===== src/wpm_pkg.sv =====
// Shared types and constants for the wildcard pattern matcher.
package wpm_pkg;

	localparam int unsigned PAT_REGS    = 4;
	localparam int unsigned PAT_BITS    = PAT_REGS * 64;
	localparam int unsigned LEN_W       = 6;
	localparam int unsigned IDX_W       = 3;

	// Configuration register indexes
	localparam logic [IDX_W-1:0] REG_PATTERN_LENGTH = 3'd0;
	localparam logic [IDX_W-1:0] REG_PATTERN_0_7    = 3'd1;
	localparam logic [IDX_W-1:0] REG_PATTERN_8_15   = 3'd2;
	localparam logic [IDX_W-1:0] REG_PATTERN_16_23  = 3'd3;
	localparam logic [IDX_W-1:0] REG_PATTERN_24_31  = 3'd4;

	// Request modes
	localparam logic [1:0] MODE_CONTINUE = 2'd0;
	localparam logic [1:0] MODE_LAST     = 2'd1;
	localparam logic [1:0] MODE_EMPTY    = 2'd2;

	// Wildcard characters
	localparam logic [7:0] CHAR_STAR = 8'h2A;
	localparam logic [7:0] CHAR_ANY  = 8'h3F;

	typedef struct packed {
		logic       load;
		logic       clear;
		logic       started;
		logic [7:0] text_byte;
	} wpm_ctrl_t;

endpackage


===== src/wpm_cell.sv =====
// One pattern position of the match row: holds its bit and updates it per text byte.
module wpm_cell import wpm_pkg::*; (
	input  logic       clk,
	input  logic       arst_n,
	input  wpm_ctrl_t  ctrl,
	input  logic [7:0] pat_byte,
	input  logic       active,
	input  logic       left_base,
	input  logic       left_init,
	input  logic       left_new,
	output logic       base,
	output logic       init,
	output logic       row_new
);

	logic row_q;
	logic is_star;
	logic hit;

	assign is_star = (pat_byte == CHAR_STAR);
	assign hit     = (pat_byte == CHAR_ANY) || (pat_byte == ctrl.text_byte);

	// leading stars extend the empty-prefix row
	assign init    = active && is_star && left_init;
	assign base    = ctrl.started ? row_q : init;
	assign row_new = active && (is_star ? (left_new || base) : (hit && left_base));

	always_ff @(posedge clk or negedge arst_n) begin
		if (!arst_n) begin
			row_q <= 1'b0;
		end else if (ctrl.clear) begin
			row_q <= 1'b0;
		end else if (ctrl.load) begin
			row_q <= row_new;
		end
	end

	a_clear_zero: assert property (@(posedge clk) disable iff (!arst_n)
		ctrl.clear |=> !row_q)
		else $error("cell bit not cleared at end of text");

endmodule


===== src/wpm_out_buf.sv =====
// Two-entry output register with skid stage for match results.
module wpm_out_buf (
	input  logic clk,
	input  logic arst_n,
	input  logic push,
	input  logic push_bit,
	output logic full,
	output logic out_valid,
	input  logic out_ready,
	output logic matched
);

	logic out_valid_q;
	logic out_q;
	logic skid_valid_q;
	logic skid_q;
	logic pop;

	assign pop       = out_valid_q && out_ready;
	assign full      = skid_valid_q;
	assign out_valid = out_valid_q;
	assign matched   = out_q;

	always_ff @(posedge clk or negedge arst_n) begin
		if (!arst_n) begin
			out_valid_q  <= 1'b0;
			skid_valid_q <= 1'b0;
		end else if (pop) begin
			if (skid_valid_q) begin
				skid_valid_q <= push;
			end else begin
				out_valid_q <= push;
			end
		end else if (!out_valid_q) begin
			out_valid_q <= push;
		end else if (push) begin
			skid_valid_q <= 1'b1;
		end
	end

	always_ff @(posedge clk) begin
		if (pop) begin
			if (skid_valid_q) begin
				out_q  <= skid_q;
				skid_q <= push_bit;
			end else begin
				out_q <= push_bit;
			end
		end else if (!out_valid_q) begin
			out_q <= push_bit;
		end else if (push) begin
			skid_q <= push_bit;
		end
	end

	a_skid_order: assert property (@(posedge clk) disable iff (!arst_n)
		skid_valid_q |-> out_valid_q)
		else $error("skid entry held with empty output register");

	a_no_overflow: assert property (@(posedge clk) disable iff (!arst_n)
		(skid_valid_q && !pop) |-> !push)
		else $error("result pushed into full buffer");

endmodule


===== src/wildcard_pattern_matcher.sv =====
// Top level of the wildcard pattern matcher: config, cell row and result buffer.
//
// Channel  Direction  Handshake           Payload
// in       request    in_valid/in_ready   mode, text_byte
// out      result     out_valid/out_ready matched
// cfg      write      cfg_write           cfg_index, cfg_data
//
// One request is taken per cycle while in_ready is high; its result is pushed
// into the result buffer. The row update is a single pass through the cell
// chain, with star runs rippling left to right inside the cycle.
// Reset clears the row, the text-started flag, the pattern registers and the
// result buffer. in_ready drops only when both result entries are occupied.
module wildcard_pattern_matcher import wpm_pkg::*; #(
	parameter int unsigned PATTERN_MAX = 32
) (
	input  logic                clk,
	input  logic                arst_n,
	input  logic                cfg_write,
	input  logic [IDX_W-1:0]    cfg_index,
	input  logic [63:0]         cfg_data,
	input  logic                in_valid,
	output logic                in_ready,
	input  logic [1:0]          mode,
	input  logic [7:0]          text_byte,
	output logic                out_valid,
	input  logic                out_ready,
	output logic                matched
);

	localparam int unsigned LW = $clog2(PATTERN_MAX + 1);

	logic [LEN_W-1:0]    pattern_length_q;
	logic [PAT_BITS-1:0] pattern_q;
	logic                text_started_q;

	logic                accept;
	logic                buf_full;
	logic [LW-1:0]       len_eff;
	wpm_ctrl_t           ctrl;

	// Chain vectors: index 0 is the fixed empty-pattern position
	logic [PATTERN_MAX:0] base_v;
	logic [PATTERN_MAX:0] init_v;
	logic [PATTERN_MAX:0] new_v;

	logic                 res_push;
	logic                 res_bit;

	assign in_ready = !buf_full;
	assign accept   = in_valid && in_ready;

	// Lengths beyond the cell count clamp to the last cell
	assign len_eff = (pattern_length_q > LEN_W'(PATTERN_MAX)) ? LW'(PATTERN_MAX)
	                                                         : pattern_length_q[LW-1:0];

	assign ctrl.load      = accept && (mode == MODE_CONTINUE);
	assign ctrl.clear     = accept && ((mode == MODE_LAST) || (mode == MODE_EMPTY));
	assign ctrl.started   = text_started_q;
	assign ctrl.text_byte = text_byte;

	// Position 0: matches only before the first byte
	assign init_v[0] = 1'b1;
	assign base_v[0] = !text_started_q;
	assign new_v[0]  = 1'b0;

	for (genvar j = 1; j <= PATTERN_MAX; j++) begin : g_cell
		wpm_cell u_cell (
			.clk       (clk),
			.arst_n    (arst_n),
			.ctrl      (ctrl),
			.pat_byte  (pattern_q[(j-1)*8 +: 8]),
			.active    (LW'(j) <= len_eff),
			.left_base (base_v[j-1]),
			.left_init (init_v[j-1]),
			.left_new  (new_v[j-1]),
			.base      (base_v[j]),
			.init      (init_v[j]),
			.row_new   (new_v[j])
		);
	end

	// Last byte reads the updated row; empty text reads the empty-prefix row
	assign res_push = ctrl.clear;
	assign res_bit  = (mode == MODE_EMPTY) ? init_v[len_eff] : new_v[len_eff];

	wpm_out_buf u_out_buf (
		.clk       (clk),
		.arst_n    (arst_n),
		.push      (res_push),
		.push_bit  (res_bit),
		.full      (buf_full),
		.out_valid (out_valid),
		.out_ready (out_ready),
		.matched   (matched)
	);

	always_ff @(posedge clk or negedge arst_n) begin
		if (!arst_n) begin
			text_started_q <= 1'b0;
		end else if (ctrl.clear) begin
			text_started_q <= 1'b0;
		end else if (ctrl.load) begin
			text_started_q <= 1'b1;
		end
	end

	// Configuration registers
	always_ff @(posedge clk or negedge arst_n) begin
		if (!arst_n) begin
			pattern_length_q <= '0;
			pattern_q        <= '0;
		end else if (cfg_write) begin
			case (cfg_index)
				REG_PATTERN_LENGTH: pattern_length_q <= cfg_data[LEN_W-1:0];
				REG_PATTERN_0_7:    pattern_q[63:0]    <= cfg_data;
				REG_PATTERN_8_15:   pattern_q[127:64]  <= cfg_data;
				REG_PATTERN_16_23:  pattern_q[191:128] <= cfg_data;
				REG_PATTERN_24_31:  pattern_q[255:192] <= cfg_data;
				default: ;
			endcase
		end
	end

	a_end_clears: assert property (@(posedge clk) disable iff (!arst_n)
		ctrl.clear |=> !text_started_q)
		else $error("text still marked started after its result");

	a_byte_starts: assert property (@(posedge clk) disable iff (!arst_n)
		ctrl.load |=> text_started_q)
		else $error("text not marked started after a byte");

endmodule


===== config.mk =====
export PLATFORM = sky130hd
export DESIGN_NAME = wildcard_pattern_matcher
export DESIGN_NICKNAME = d
export VERILOG_FILES = /design/src/wpm_pkg.sv /design/src/wpm_cell.sv /design/src/wpm_out_buf.sv /design/src/wildcard_pattern_matcher.sv
export SDC_FILE = /design/constraint.sdc
export NUM_CORES = 1
export LEC_CHECK = 0
export ABC_AREA = 1
export BUFFER_PORTS_ARGS = -buffer_cell sky130_fd_sc_hd__buf_2
export CAP_MARGIN = 20
export CORE_UTILIZATION = 35
export CTS_CLUSTER_DIAMETER = 50
export CTS_CLUSTER_SIZE = 28
export DETAILED_ROUTE_END_ITERATION = 8
export GPL_ROUTABILITY_DRIVEN = 0
export HOLD_SLACK_MARGIN = 0.02
export SLEW_MARGIN = 20
export SYNTH_ARGS = -nofsm -noshare
export SYNTH_HDL_FRONTEND = slang
export SYNTH_SLANG_ARGS = --single-unit

===== constraint.sdc =====
create_clock -name clk -period 6.7 [get_ports clk]
set_clock_uncertainty 0.15 [all_clocks]
set_input_delay 0.67 -clock clk [delete_from_list [all_inputs] [get_ports clk]]
set_output_delay 0.67 -clock clk [all_outputs]
set_load 0.02 [all_outputs]

==> flow_metrics.tcl <==
set metrics [dict create \
    ys_types 61 \
    fin_nets 2606 \
    maxSlewViolCount 0 \
    yosysWarnings 0 \
    required_ns 6.94 \
    hp-class "in2async" \
    place.detailed.hpwl_um 45100 \
    wire_per_inst_um 19.3 \
    clkSinkCount 299 \
    worst-setup-path-type "reg2reg" \
    finalWirelength_um 62400 \
    die_area_um2 52800 \
    final_cells 3228 \
    ys_ff_latch 299 \
    hold_viol_final 0 \
    clockBufferDepth 3 \
    finalSetupViolCount 0 \
    cts-root-buf "clkbuf_16" \
    fp.dieH_um 230 \
    critPathCaptureType "register" \
    fmax_mhz 158 \
    clk_latency_ns 0.55 \
    grt_usage_pct 23.5 \
    synth_top_area_share_pct 40.9 \
    grt_setup_unrepaired "true" \
    synth_area_leader_cell "dfrtp_1" \
    ir_drop_v 0.000150 \
    max_stage_delay_ns 0.44 \
    dr_total_vias 17593 \
    grt_pass1_wl_um 97300 \
    num_antenna_cells 0 \
    core_area_um2 51300 \
    relSlewSlack_pct 16.4 \
    fillers 5258 \
    synthTopCellsByArea "dfrtp_1 41%, nand2_1 13%, o21ai_0 8.8%" \
    via_per_inst 5.45 \
    yosysSeqAreaShare_pct 41.2 \
    ant_nets 0 \
    period_share_pct 94.6 \
    cp_slowest_cell "dfrtp_2" \
    antenna_found_initial 0 \
    min_period_ns 6.34 \
    clkTransAtPathRegs_ns 0.06 \
    holdWs_ns 0.0297 \
    cap_violations 0 \
    drt_iter0_markers 1886 \
    synth_edf_count 2 \
    syn_nets 2532 \
    grt_max_degree 121 \
    grt_pass1_vias 16790 \
    r2r_slack_ns 0.36 \
    ys_top_cells_by_count "607 x nand2_1, 318 x o21ai_0, 297 x dfrtp_1, 241 x inv_1, 142 x nor2_1" \
    worst_setup_path_start_kind "register" \
    timing.setup.tns_ns 0 \
    drt_pass1_iterations 6 \
    synthesis.area_um2 18200 \
    synth.most_common_cell "nand2_1" \
    die_w_um 230 \
    grt_overflow 0 \
    htreeDepth 2 \
    rows 83 \
    power.density_nw_per_um2 285 \
    area_delta_synth_final_pct 15.2 \
    synth_ff_type "dfrtp_1" \
    dp.cells 3147 \
    numPortBuffers 84 \
    arrival_ns 6.58 \
    cpMostUsedCell "nand2_2" \
    cp_max_fo 4 \
    ios 85 \
    worst_slew_pin_slew_ns 1.24 \
    synth.avg_cell_area_um2 7.42 \
    p_leak_nw 9.24 \
    drive_above_1_share_pct 15.4 \
    cts_buffers 35 \
    drcViolationCount 0 \
    hold_buffers 0 \
    initial_core_util_pct 35.4 \
    synth_cells 2448 \
    outcome "finished, final reports clean" \
    cts_tree "built" \
    async_flop_share_pct 99.3 \
]
==> worst max-delay path: cells and delay by family (launching register included) <==
kind | cells | cell delay, ns
buffers and inverters | 14 | 0.91
and+or+nand+nor | 46 | 4.61
DFF | 1 | 0.44
AOI/OAI and AO/OA | 1 | 0.07
==> kinds of logic (layout without fill, tap and decap cells) <==
group / after synthesis / in the layout / share of synthesized area (%)
AND/OR/NAND/NOR: 1183 / 1183 / 29.9
AO/OA/AOI/OAI: 446 / 446 / 13.8
buffers and inverters: 377 / 477 / 8.13
flip-flops: 299 / 299 / 41.2
XOR/XNOR: 141 / 141 / 6.80
adder cells (fa/ha/maj): 2 / 2 / 0.138
==> repair_timing <==
item,in CTS,in global routing
hold endpoints to repair,0,0
gates resized for setup,0,54
buffers inserted,0,18
endpoints found under the setup margin,0,5
==> worst paths after layout <==
path	start	end	cells past startpoint
setup / recovery	pattern_length_q[4]	u_out_buf.matched	61
max in group asynchronous	arst_n	pattern_q[23]	2
setup reg to reg	pattern_length_q[4]	u_out_buf.matched	61
hold / removal	arst_n	pattern_q[131]	1
hold reg to reg	g_cell[32].u_cell.row_q	g_cell[32].u_cell.row_q	2
min in group clk	out_ready	u_out_buf.full	2
==> power by group <==
group | switching (mW) | total, mW | internal [mW]
Clock | 0.853 | 1.95 | 1.09
Sequential | 0.417 | 2.54 | 2.12
Combinational | 0.934 | 1.48 | 0.543
Total | 2.20 | 5.96 | 3.76
==> registers in the layout (all words and copies together), names as in the netlist <==
name and cells:
pattern_length_q 6, u_out_buf.skid_q 1, u_out_buf.out_valid 1, u_out_buf.full 1, u_out_buf.matched 1, g_cell.u_cell.row_q 32, pattern_q 256, text_started_q 1
==> per-stage QoR <==
step | worst slack, ns | total power, mW | utilization, % | instance area, um2
CTS | 0.0982 | 5.92 | 40.1 | 20600
finish | 0.362 | 5.96 | 40.8 | 20900
detailed placement | 0.136 | 3.96 | 37.9 | 19400
floorplan | 1.15 | 3.44 | - | 18200
global route | -0.183 | 6.28 | 40.8 | 20900
global placement | 0.172 | 3.92 | 37.9 | 19400
==> layer usage <==
metal	part of all wire, %	global-route usage (%)	vias to the layer above
met2	45	37.0	706
met4	4.7	10.5	0
met3	6.9	3.66	199
li1	-	-	8250
met1	44	31.7	8438
met5	0	0	-
==> cell usage in the layout, fill, tap and decap left out, types with 10 or more instances in the layout <==
cell       netlist  final
nand3_1        117    111
buf_4            5     62
nor2_2          13     10
buf_2            8     83
clkbuf_16        0     37
o22ai_1         11     11
inv_1          241    238
inv_2           18     20
nor2_4           4     13
nand4_1        108    108
nor3_1          38     37
xor2_1          34     34
xnor2_1        107    107
o21ai_0        318    317
or2_2           48     48
nand2_2         41     47
o41ai_1         12     12
nand2_1        607    597
nor2_1         142    136
dfrtp_1        297    291
nor4_1          38     37
a21oi_1         45     44
==> final cells by class <==
type | count | area, um2 | share of cell area, %
clock buffer | 42 | 955 | 4.56
clock inverter | 21 | 209 | 0.999
inverter | 264 | 996 | 4.76
multi-input combinational | 1772 | 9440 | 45.1
sequential | 299 | 7500 | 35.8
tap | 680 | 851 | 4.07
timing repair buffer | 150 | 976 | 4.66
Note: power is estimated with default switching activity, not from simulation.
